**src/rtl/core/mewd_pkg.sv**
```systemverilog
// Package with shared types, character codes and digit decoders for the encoded-word decoder.
`default_nettype none
package mewd_pkg;

  // Character codes used by the framing and text decoders.
  localparam logic [7:0] CH_QMARK  = 8'h3F;
  localparam logic [7:0] CH_EQUALS = 8'h3D;
  localparam logic [7:0] CH_UNDER  = 8'h5F;
  localparam logic [7:0] CH_SPACE  = 8'h20;
  localparam logic [7:0] CH_LOW_B  = 8'h62;
  localparam logic [7:0] CH_UP_B   = 8'h42;
  localparam logic [7:0] CH_LOW_Q  = 8'h71;
  localparam logic [7:0] CH_UP_Q   = 8'h51;

  // Parsing phases.
  localparam logic [2:0] PH_OPEN_EQ  = 3'd0;
  localparam logic [2:0] PH_OPEN_Q   = 3'd1;
  localparam logic [2:0] PH_CHARSET  = 3'd2;
  localparam logic [2:0] PH_ENC      = 3'd3;
  localparam logic [2:0] PH_TEXT     = 3'd4;
  localparam logic [2:0] PH_CLOSE_EQ = 3'd5;
  localparam logic [2:0] PH_DONE     = 3'd6;

  // Result kinds.
  localparam logic [1:0] KIND_CHARSET = 2'd0;
  localparam logic [1:0] KIND_DECODED = 2'd1;
  localparam logic [1:0] KIND_STATUS  = 2'd2;

  // Escape progress in Q-encoding.
  localparam logic [1:0] ESC_IDLE = 2'd0;
  localparam logic [1:0] ESC_HIGH = 2'd1;
  localparam logic [1:0] ESC_LOW  = 2'd2;

  // Saturation limits and the question-mark count of a good token.
  localparam logic [2:0] QCOUNT_MAX  = 3'd7;
  localparam logic [2:0] QCOUNT_GOOD = 3'd4;
  localparam logic [1:0] ENC_LEN_MAX = 2'd3;

  // Decoder state carried from one byte to the next.
  typedef struct packed {
    logic [2:0] phase;
    logic [2:0] question_count;
    logic       error_seen;
    logic       use_base64;
    logic [1:0] encoding_field_length;
    logic [1:0] base64_position;
    logic [5:0] base64_leftover;
    logic       base64_padding_seen;
    logic [1:0] escape_position;
    logic [3:0] escape_high_nibble;
  } state_t;

  // Result of one decode step.
  typedef struct packed {
    logic       have;
    logic [1:0] kind;
    logic [7:0] value;
    logic       status;
    logic       last;
  } result_t;

  localparam state_t STATE_RESET = '{
    phase: PH_OPEN_EQ, question_count: 3'd0, error_seen: 1'b0, use_base64: 1'b0,
    encoding_field_length: 2'd0, base64_position: 2'd0, base64_leftover: 6'd0,
    base64_padding_seen: 1'b0, escape_position: ESC_IDLE, escape_high_nibble: 4'd0
  };

  // Hex digit: bit 4 is the valid flag, bits 3:0 the nibble.
  function automatic logic [4:0] hex_digit(input logic [7:0] c);
    logic [4:0] r;
    r = 5'd0;
    if (c >= 8'h30 && c <= 8'h39) begin
      r = {1'b1, c[3:0]};
    end else if ((c >= 8'h41 && c <= 8'h46) || (c >= 8'h61 && c <= 8'h66)) begin
      r = {1'b1, c[3:0] + 4'd9};
    end
    return r;
  endfunction

  // Base64 digit: bit 6 is the valid flag, bits 5:0 the digit value.
  function automatic logic [6:0] b64_digit(input logic [7:0] c);
    logic [6:0] r;
    logic [7:0] t;
    r = 7'd0;
    t = 8'd0;
    if (c >= 8'h41 && c <= 8'h5A) begin
      t = c - 8'h41;
      r = {1'b1, t[5:0]};
    end else if (c >= 8'h61 && c <= 8'h7A) begin
      t = c - 8'h47;
      r = {1'b1, t[5:0]};
    end else if (c >= 8'h30 && c <= 8'h39) begin
      t = c + 8'h04;
      r = {1'b1, t[5:0]};
    end else if (c == 8'h2B) begin
      r = {1'b1, 6'd62};
    end else if (c == 8'h2F) begin
      r = {1'b1, 6'd63};
    end
    return r;
  endfunction

endpackage
`default_nettype wire

```
**src/rtl/core/mewd_step.sv**
```systemverilog
// Combinational decode step: next decoder state and result for one byte.
`default_nettype none
module mewd_step (
  input  wire logic [7:0]      byte_in,
  input  wire logic            final_byte,
  input  wire mewd_pkg::state_t cur,
  output mewd_pkg::state_t     nxt,
  output mewd_pkg::result_t    res
);

  logic [4:0] hex;
  logic [6:0] b64;
  logic [3:0] nib;
  logic       bad;
  mewd_pkg::state_t upd;

  assign hex = mewd_pkg::hex_digit(byte_in);
  assign b64 = mewd_pkg::b64_digit(byte_in);
  assign nib = hex[4] ? hex[3:0] : 4'd0;

  // Framing, encoding field and text decode.
  always_comb begin
    upd = cur;
    res = '0;
    res.kind = mewd_pkg::KIND_CHARSET;

    if (byte_in == mewd_pkg::CH_QMARK && cur.question_count != mewd_pkg::QCOUNT_MAX) begin
      upd.question_count = cur.question_count + 3'd1;
    end

    case (cur.phase)
      mewd_pkg::PH_OPEN_EQ: begin
        if (byte_in != mewd_pkg::CH_EQUALS) upd.error_seen = 1'b1;
        upd.phase = mewd_pkg::PH_OPEN_Q;
      end
      mewd_pkg::PH_OPEN_Q: begin
        if (byte_in != mewd_pkg::CH_QMARK) upd.error_seen = 1'b1;
        upd.phase = mewd_pkg::PH_CHARSET;
      end
      mewd_pkg::PH_CHARSET: begin
        if (byte_in == mewd_pkg::CH_QMARK) begin
          upd.phase = mewd_pkg::PH_ENC;
        end else begin
          res.have  = 1'b1;
          res.kind  = mewd_pkg::KIND_CHARSET;
          res.value = byte_in;
        end
      end
      mewd_pkg::PH_ENC: begin
        if (byte_in == mewd_pkg::CH_QMARK) begin
          if (cur.encoding_field_length != 2'd1) upd.error_seen = 1'b1;
          upd.phase = mewd_pkg::PH_TEXT;
        end else begin
          if (cur.encoding_field_length == 2'd0) begin
            if (byte_in == mewd_pkg::CH_UP_B || byte_in == mewd_pkg::CH_LOW_B) begin
              upd.use_base64 = 1'b1;
            end else if (byte_in == mewd_pkg::CH_UP_Q || byte_in == mewd_pkg::CH_LOW_Q) begin
              upd.use_base64 = 1'b0;
            end else begin
              upd.error_seen = 1'b1;
            end
          end
          if (cur.encoding_field_length != mewd_pkg::ENC_LEN_MAX) begin
            upd.encoding_field_length = cur.encoding_field_length + 2'd1;
          end
        end
      end
      mewd_pkg::PH_TEXT: begin
        res.kind = mewd_pkg::KIND_DECODED;
        if (byte_in == mewd_pkg::CH_QMARK) begin
          if (cur.escape_position != mewd_pkg::ESC_IDLE) upd.error_seen = 1'b1;
          if (cur.use_base64 && cur.base64_position != 2'd0) upd.error_seen = 1'b1;
          upd.phase = mewd_pkg::PH_CLOSE_EQ;
        end else if (!cur.use_base64) begin
          // Q-encoding: escapes, underscores and literal bytes.
          if (cur.escape_position != mewd_pkg::ESC_IDLE) begin
            if (!hex[4]) upd.error_seen = 1'b1;
            if (cur.escape_position == mewd_pkg::ESC_HIGH) begin
              upd.escape_high_nibble = nib;
              upd.escape_position    = mewd_pkg::ESC_LOW;
            end else begin
              upd.escape_position = mewd_pkg::ESC_IDLE;
              res.have  = 1'b1;
              res.value = {cur.escape_high_nibble, nib};
            end
          end else if (byte_in == mewd_pkg::CH_EQUALS) begin
            upd.escape_position = mewd_pkg::ESC_HIGH;
          end else begin
            res.have  = 1'b1;
            res.value = (byte_in == mewd_pkg::CH_UNDER) ? mewd_pkg::CH_SPACE : byte_in;
          end
        end else if (byte_in == mewd_pkg::CH_EQUALS) begin
          // Base64 padding.
          if (cur.base64_position == 2'd2 && !cur.base64_padding_seen) begin
            upd.base64_padding_seen = 1'b1;
            upd.base64_position     = 2'd3;
          end else if (cur.base64_position == 2'd3 && cur.base64_padding_seen) begin
            upd.base64_position = 2'd0;
          end else if (cur.base64_position == 2'd3) begin
            upd.base64_padding_seen = 1'b1;
            upd.base64_position     = 2'd0;
          end else begin
            upd.error_seen = 1'b1;
          end
        end else if (!b64[6] || cur.base64_padding_seen) begin
          upd.error_seen = 1'b1;
        end else begin
          // Base64 data digit: combine with the bits left from the last one.
          case (cur.base64_position)
            2'd0: begin
              upd.base64_leftover = b64[5:0];
              upd.base64_position = 2'd1;
            end
            2'd1: begin
              res.have  = 1'b1;
              res.value = {cur.base64_leftover, b64[5:4]};
              upd.base64_leftover = {2'd0, b64[3:0]};
              upd.base64_position = 2'd2;
            end
            2'd2: begin
              res.have  = 1'b1;
              res.value = {cur.base64_leftover[3:0], b64[5:2]};
              upd.base64_leftover = {4'd0, b64[1:0]};
              upd.base64_position = 2'd3;
            end
            default: begin
              res.have  = 1'b1;
              res.value = {cur.base64_leftover[1:0], b64[5:0]};
              upd.base64_leftover = 6'd0;
              upd.base64_position = 2'd0;
            end
          endcase
        end
      end
      mewd_pkg::PH_CLOSE_EQ: begin
        if (byte_in != mewd_pkg::CH_EQUALS) upd.error_seen = 1'b1;
        upd.phase = mewd_pkg::PH_DONE;
      end
      default: begin
        upd.error_seen = 1'b1;
      end
    endcase

    // The last byte of a token replaces any byte result with the status.
    bad = upd.error_seen || upd.phase != mewd_pkg::PH_DONE ||
          upd.question_count != mewd_pkg::QCOUNT_GOOD;
    nxt = upd;
    if (final_byte) begin
      nxt        = mewd_pkg::STATE_RESET;
      res.have   = 1'b1;
      res.kind   = mewd_pkg::KIND_STATUS;
      res.value  = 8'd0;
      res.status = bad;
      res.last   = 1'b1;
    end
  end

endmodule
`default_nettype wire

```
**src/rtl/core/mime_encoded_word_decoder_core.sv**
```systemverilog
// Top level of the encoded-word decoder: input register, decode step, result register.
//
// Usage: feed one token "=?charset?E?text?=" a byte per transaction on the input
// channel (byte_in, final_byte; final_byte marks the last byte). Each transaction
// yields zero or one result transaction on the output channel: charset bytes
// (kind 0), decoded text bytes (kind 1), and on the last byte one status result
// (kind 2, last = 1, status = 1 on any format or decode error). On an error
// status the consumer discards the results already delivered for that token.
// A result moves from the input register through the combinational decode step,
// which also updates the decoder state, into the result register. Throughput:
// one byte per cycle while the receiver does not stall a result that is ready
// to be stored, set by the decode step between the two registers.
// Reset (rst, synchronous) empties both registers and returns the decoder to
// the start of a token. When the receiver stalls, the result register holds;
// bytes that produce no result still move on, and in_stall rises only while
// the input register holds a byte whose result cannot yet be stored.
`default_nettype none
module mime_encoded_word_decoder_core (
  input  wire logic       clk,
  input  wire logic       rst,
  input  wire logic       in_valid,
  output logic            in_stall,
  input  wire logic [7:0] byte_in,
  input  wire logic       final_byte,
  output logic            out_valid,
  input  wire logic       out_stall,
  output logic [1:0]      kind,
  output logic [7:0]      value,
  output logic            status,
  output logic            last
);

  logic              hold_valid;
  logic [7:0]        hold_byte;
  logic              hold_final;
  mewd_pkg::state_t  state;
  mewd_pkg::state_t  state_next;
  mewd_pkg::result_t step_res;
  logic              advance;

  mewd_step u_step (
    .byte_in    (hold_byte),
    .final_byte (hold_final),
    .cur        (state),
    .nxt        (state_next),
    .res        (step_res)
  );

  // The held byte moves on unless it has a result and the result register is blocked.
  assign advance  = hold_valid && (!step_res.have || !out_valid || !out_stall);
  assign in_stall = hold_valid && !advance;

  // Input register.
  always_ff @(posedge clk) begin
    if (rst) begin
      hold_valid <= 1'b0;
    end else if (!in_stall) begin
      hold_valid <= in_valid;
    end
  end

  always_ff @(posedge clk) begin
    if (!in_stall) begin
      hold_byte  <= byte_in;
      hold_final <= final_byte;
    end
  end

  // Decoder state, updated as each byte passes the decode step.
  always_ff @(posedge clk) begin
    if (rst) begin
      state <= mewd_pkg::STATE_RESET;
    end else if (advance) begin
      state <= state_next;
    end
  end

  // Result register.
  always_ff @(posedge clk) begin
    if (rst) begin
      out_valid <= 1'b0;
    end else if (advance && step_res.have) begin
      out_valid <= 1'b1;
    end else if (!out_stall) begin
      out_valid <= 1'b0;
    end
  end

  always_ff @(posedge clk) begin
    if (advance && step_res.have) begin
      kind   <= step_res.kind;
      value  <= step_res.value;
      status <= step_res.status;
      last   <= step_res.last;
    end
  end

  // Checks on the decoder's own logic.
  a_status_only_last: assert property (@(posedge clk) disable iff (rst)
    out_valid && !last |-> status == 1'b0 && kind != mewd_pkg::KIND_STATUS)
    else $error("byte result carries status or status kind");

  a_last_is_status: assert property (@(posedge clk) disable iff (rst)
    out_valid && last |-> kind == mewd_pkg::KIND_STATUS && value == 8'd0)
    else $error("last result is not a clean status");

  a_token_restart: assert property (@(posedge clk) disable iff (rst)
    advance && hold_final |=> state.phase == mewd_pkg::PH_OPEN_EQ &&
                              state.question_count == 3'd0 && !state.error_seen)
    else $error("decoder state not restarted after last byte");

  a_stall_blocked: assert property (@(posedge clk) disable iff (rst)
    in_stall |-> out_valid && out_stall && step_res.have)
    else $error("input stalled without a blocked result");

endmodule
`default_nettype wire

```
**config.mk**
```make
export PLATFORM = sky130hd
export DESIGN_NAME = mime_encoded_word_decoder_core
export DESIGN_NICKNAME = d
export VERILOG_FILES = /design/src/rtl/core/mewd_pkg.sv /design/src/rtl/core/mewd_step.sv /design/src/rtl/core/mime_encoded_word_decoder_core.sv
export SDC_FILE = /design/constraint.sdc
export NUM_CORES = 1
export LEC_CHECK = 0
export BUFFER_PORTS_ARGS = -buffer_cell sky130_fd_sc_hd__buf_2
export CAP_MARGIN = 20
export CORE_ASPECT_RATIO = 1.25
export CORE_MARGIN = 4
export CORE_UTILIZATION = 55
export CTS_CLUSTER_SIZE = 20
export DETAILED_ROUTE_END_ITERATION = 10
export PLACE_DENSITY = 0.82
export SYNTH_ARGS = -nofsm -noshare
export SYNTH_HDL_FRONTEND = slang
export SYNTH_HIERARCHICAL = 1
export SYNTH_SLANG_ARGS = --single-unit
```
**constraint.sdc**
```tcl
create_clock -name clk -period 9.2 [get_ports clk]
set_input_delay 0.46 -clock clk [delete_from_list [all_inputs] [get_ports clk]]
set_output_delay 0.46 -clock clk [all_outputs]
set_load 0.005 [all_outputs]
```
After elaboration in Yosys (flattened, before gate mapping)

Index checks and enable logic that the tools add are counted.

Output and inout bits: 14
Memory bits (writable): 0
Memories: 0
Latch bits: 0
Bits in read-only memories: 0
Input port bits: 13
Logic and storage cells: 195
Register bits after elaboration: 48

Bitwise gates (word level): 0
Multiply operators: 0
Reductions and logical operators: 50
Shifts and indexed selects: 0
Magnitude comparators: 8
$add $sub $neg: 6
Div/mod/pow operators: 0
Equality and inequality tests: 33
Mux-type cells: 80

Operators by type and width:

| cell                 | count |
|---|---|
| $mux W8              | 9 |
| $pmux W8 S3          | 2 |
| $eq A8 B7 Y1 const B | 5 |
| $mux W7              | 5 |
| $mux W1              | 33 |
| $eq A8 B6 Y1 const B | 4 |
| $le A8 B7 Y1 const B | 4 |
| $mux W15             | 2 |
| $mux W25             | 1 |
| $pmux W11 S2         | 1 |
| $reduce_bool A2 Y1   | 10 |
| $mux W2              | 9 |
| $mux W3              | 6 |
| $pmux W3 S6          | 1 |
| $reduce_and A6 Y1    | 3 |
| $ge A8 B7 Y1 const B | 2 |
| $ne A8 B6 Y1 const B | 2 |
| $mux W13             | 1 |
| $logic_and A1 B1 Y1  | 12 |
| $mux W4              | 3 |
| $mux W6              | 2 |
| $mux W11             | 1 |
| $mux W5              | 2 |
| $ne A2 B2 Y1 const B | 5 |
| 28 further kinds     | 52 |

Depth between registers and ports, before layout

Depth after elaboration: 22
Gate-level depth with buffers: 15
Mapped depth without buffers: 10

Hierarchy

The synthesis kept the hierarchy.

By module, submodules not included:

| module                         | cells each | area an instance (um2) | times used | seq. area each (um2) |
|---|---|---|---|---|
| mewd_step                      | 334        | 2,127.0                | 1          | 0.0 |
| mime_encoded_word_decoder_core | 140        | 1,856.8                | 1          | 1,171.1 |

Worst setup path before layout

OpenSTA, ideal clock, no wires.

Kind: reg2out
Start point: reg hold_byte[1]
End point: out in_stall
Path slack: 5.760 ns
Buffers on the path: 3
Stages on the path, launching flop included: 14
Required time: 8.740 ns
Arrival time: 2.980 ns
Cells stage by stage: edfxtp_1 -> clkbuf_1 -> inv_1 -> ha_1 -> clkbuf_1 -> inv_1 -> o211a_1 -> or3_1 -> buf_4 -> a2111oi_4 -> nand2b_1 -> nand4_1 -> nand4_1 -> inv_1

RTL lines:

| item                   | RTL line                             | text |
|---|---|---|
| start, declared        | mime_encoded_word_decoder_core.sv:34 | `logic [7:0] hold_byte;` |
| start signal, assigned | mime_encoded_word_decoder_core.sv:64 | `hold_byte <= byte_in;` |
| end, declared          | mime_encoded_word_decoder_core.sv:22 | `output logic in_stall,` |

==> impl_metrics.csv <==
group,metric,value,unit
power_and_ir_drop,max-vdd-ir-drop,0.0733,mV
floorplanning,row_count,34,
synth,synth_top_area_share,15.8,%
cts,clk_latency,300,ps
power_and_ir_drop,power.density,102,nW/um2
setup_path,rr_worst_depth,9,
layout,ff_latch_area,1170,um2
place,portBuffers,26,
setup_path,start_kind,"flip-flop",
setup_path,end_kind,"primary output",
routing,vias,3700,
routing,via_per_inst,6.53,
synth,ys_async_sr_fraction,0,%
layout,multi_input_area,2550,um2
routing,routed_wirelength,11000,um
sta,fin_worst_skew,4.07,ps
routing,drc,0,
cts,htree_levels,2,
synth,yosys-top-cells-area,"edfxtp_1, dfxtp_1, nand2b_1",
sta,worstMarginPinSlew,845,ps
sta,layout_worst_path_cycle_share,53.5,%
synth,ys.flop_type,"dfxtp_1",
synth,syn_avg_cell_area,8.40,um2
setup_path,path_class,"reg -> out",
layout,diodes,0,
grt,grt_use_total,25.4,%
power_and_ir_drop,p_leak,1.42,nW
setup_path,required,8740,ps
floorplanning,chipWidth,84.1,um
run_status,status,"complete, no violations",
cts,cts_resized,0,
hold_path,hold_depth,1,
synth,synth_warnings,6,
routing,ant_nets,0,
synth,yosys.area.top_type,"edfxtp_1",
sta,rsz0062_at_grt,"false",
power_and_ir_drop,combinationalPowerShare,13.4,%
layout,nets,504,
routing,drt_iter0_markers,594,
synth,synth_edf_count,21,
sta,fmax,0.203,GHz
floorplanning,fp.dieH,103,um
routing,wl_per_cell,19.3,um
cts,cts_buffers,5,
power_and_ir_drop,power_frac_seq,55.1,%
place,place_area,4050,um2
sta,period_needed,4920,ps
floorplanning,core_area,7020,um2
floorplanning,die_area,8680,um2
synth,yosys.cell_types.count,72,
sta,slew-limit-headroom,43.2,%
sta,fin_tns_setup,0,ps
synth,synth_seq_area_share,29.4,%
synth,synth_area,3980,um2
layout,drive_gt1_share,10.7,%
floorplanning,io_pins,27,
setup_path,worst_ep_arrival_time,4460,ps
synth,syn-instance-count,474,
sta,hold_viol_final,0,
cts,ctsLongestPathBuffers,2,
cts,holdBufCountCts,0,
grt,grt_max_degree,53,
cts,clk_pin_slew,90,ps
cts,clock-sinks,48,
run,drv_cap,0,
grt,antenna_found_initial,0,
place,dpl.hpwl,8130,um
cts,cts_tree,"built",
place,gp_congestion,1.06,
synth,synth_nets,502,
sta,finalSetupViolCount,0,
routing,dr.pass1.iters,6,
sta,hold_ws,325,ps
synth,synth.ff_latch_count,48,
grt,grt_pass1_wl,17700,um
layout,n_fill_cell,676,
grt,first_global_vias,3422,
hold_path,hp-class,"in -> reg",
layout,syn2layout_area_growth,4.77,%
power_and_ir_drop,switchingPower,115,uW
power_and_ir_drop,switching_share,27.0,%
power_and_ir_drop,clockPowerShare,31.5,%
floorplanning,initial_core_util,56.8,%
power_and_ir_drop,intPower,311,uW
cts,cts_root_buf,"clkbuf_8",
layout,design_area,4170,um2
grt,grt_overflow,0,
setup_path,cp_max_fo,16,
sta,slew_viol_final,0,
cts,cts_setup_buffers,0,
## worst max-delay path, stage by stage, from the launching register on
cell and delay (ps):
edfxtp_1 590, inv_1 220, ha_1 310, nor2b_1 160, o211a_1 220, or3_1 530, a2111oi_4 820, nand2b_1 140
nand4_1 230, nand4_1 610, inv_1 180, buf_2 130
## path summary, 6_finish.rpt
| check | startpoint | end | slack (ps) |
|---|---|---|---|
| worst max-delay path | hold_byte[2] | in_stall | 4280 |
| worst min-delay path | byte_in[1] | hold_byte[1] | 330 |
| worst max register to register | hold_byte[2] | hold_byte[0] | 4890 |
| worst min register to register | state[11] | state[11] | 510 |
## synth_stat cells (4+ instances only)
master    instances
nand2b_1         62
nor2_1           38
mux2i_1          29
a21oi_1          28
dfxtp_1          27
clkbuf_1         21
edfxtp_1         21
nand2_1          19
o21ai_0          19
inv_1            17
nor3_1           17
ha_1             15
nand3_1          10
nor2b_1          10
a31oi_1           9
or3_1             9
o211ai_1          7
o22ai_1           7
xnor2_1           7
buf_2             5
buf_4             5
nand4_1           5
a221o_1           4
a22oi_1           4
## cell usage in the layout (no fill, tap or decap), types with 3 or more instances in the layout
master,Yosys,routed
ha_1,15,15
and2_1,3,3
nand3_1,10,10
inv_1,17,17
or3_1,9,9
nor2_1,38,38
nor3_1,17,17
nand3b_1,3,3
and3_1,3,3
nand2_1,19,19
dfxtp_1,27,27
nand4_1,5,5
a31oi_1,9,9
clkbuf_8,0,6
or4_1,3,3
edfxtp_1,21,21
o32ai_1,3,3
a21oi_1,28,28
mux2i_1,29,29
a221oi_1,3,3
xnor2_1,7,7
buf_2,5,26
a211oi_1,3,3
buf_4,5,3
a221o_1,4,4
a22oi_1,4,4
o22ai_1,7,7
o211ai_1,7,7
o21ai_0,19,19
o2111ai_1,3,3
o221a_2,3,3
nor2b_1,10,10
nand2b_1,62,62
## cell families after synthesis
kind of cell	share of synthesized area [%]
AO/OA/AOI/OAI	21.1
XOR/XNOR	1.98
adder cells (fa/ha/maj)	4.96
buffers and inverters	6.82
flip-flops	29.4
multiplexers	7.57
AND/OR/NAND/NOR	28.1
## power by group through the flow
stage               Sequential, mW  Combinational (mW)  Clock [mW]
finish                       0.235              0.0572       0.134
global route                 0.236              0.0616       0.147
CTS                          0.235              0.0549       0.139
detailed placement           0.240              0.0547           0
global placement             0.240              0.0542           0
floorplan                    0.234              0.0462           0
## per-layer routing
layer  up-vias  track usage, %  wire length [um]
met1      1722            31.5              4420
met4         0            10.9               431
met5         -               0                 0
met3        45            4.72               876
li1       1732               -                 -
met2       201            43.6              5240
## sequential cells by signal (all words and copies together) (netlist names)
| register | flops |
|---|---|
| state | 25 |
| hold_byte | 8 |
| hold_final | 1 |
| hold_valid | 1 |
| kind | 2 |
| out_valid | 1 |
| last | 1 |
| status | 1 |
| value | 8 |
## final cells by class
class,instances,share of cell area [%]
multi-input cells,373,61.1
flip-flops and latches,48,28.1
repair buffers,30,4.32
well taps,90,2.70
clock buffers,7,2.07
inverters,18,1.62
clock inverters,1,0.150
## through the flow
step           worst slack, ps  cells  utilization [%]  power (mW)
2_1_floorplan             5760    474                -       0.280
3_3_place_gp              4810    558             57.8       0.294
3_5_place_dp              4680    558             57.8       0.294
4_1_cts                   4360    566             59.1       0.428
5_1_grt                   3940    567             59.5       0.445
6_report                  4280    567             59.5       0.426
Note: power is estimated with default switching activity, not from simulation.
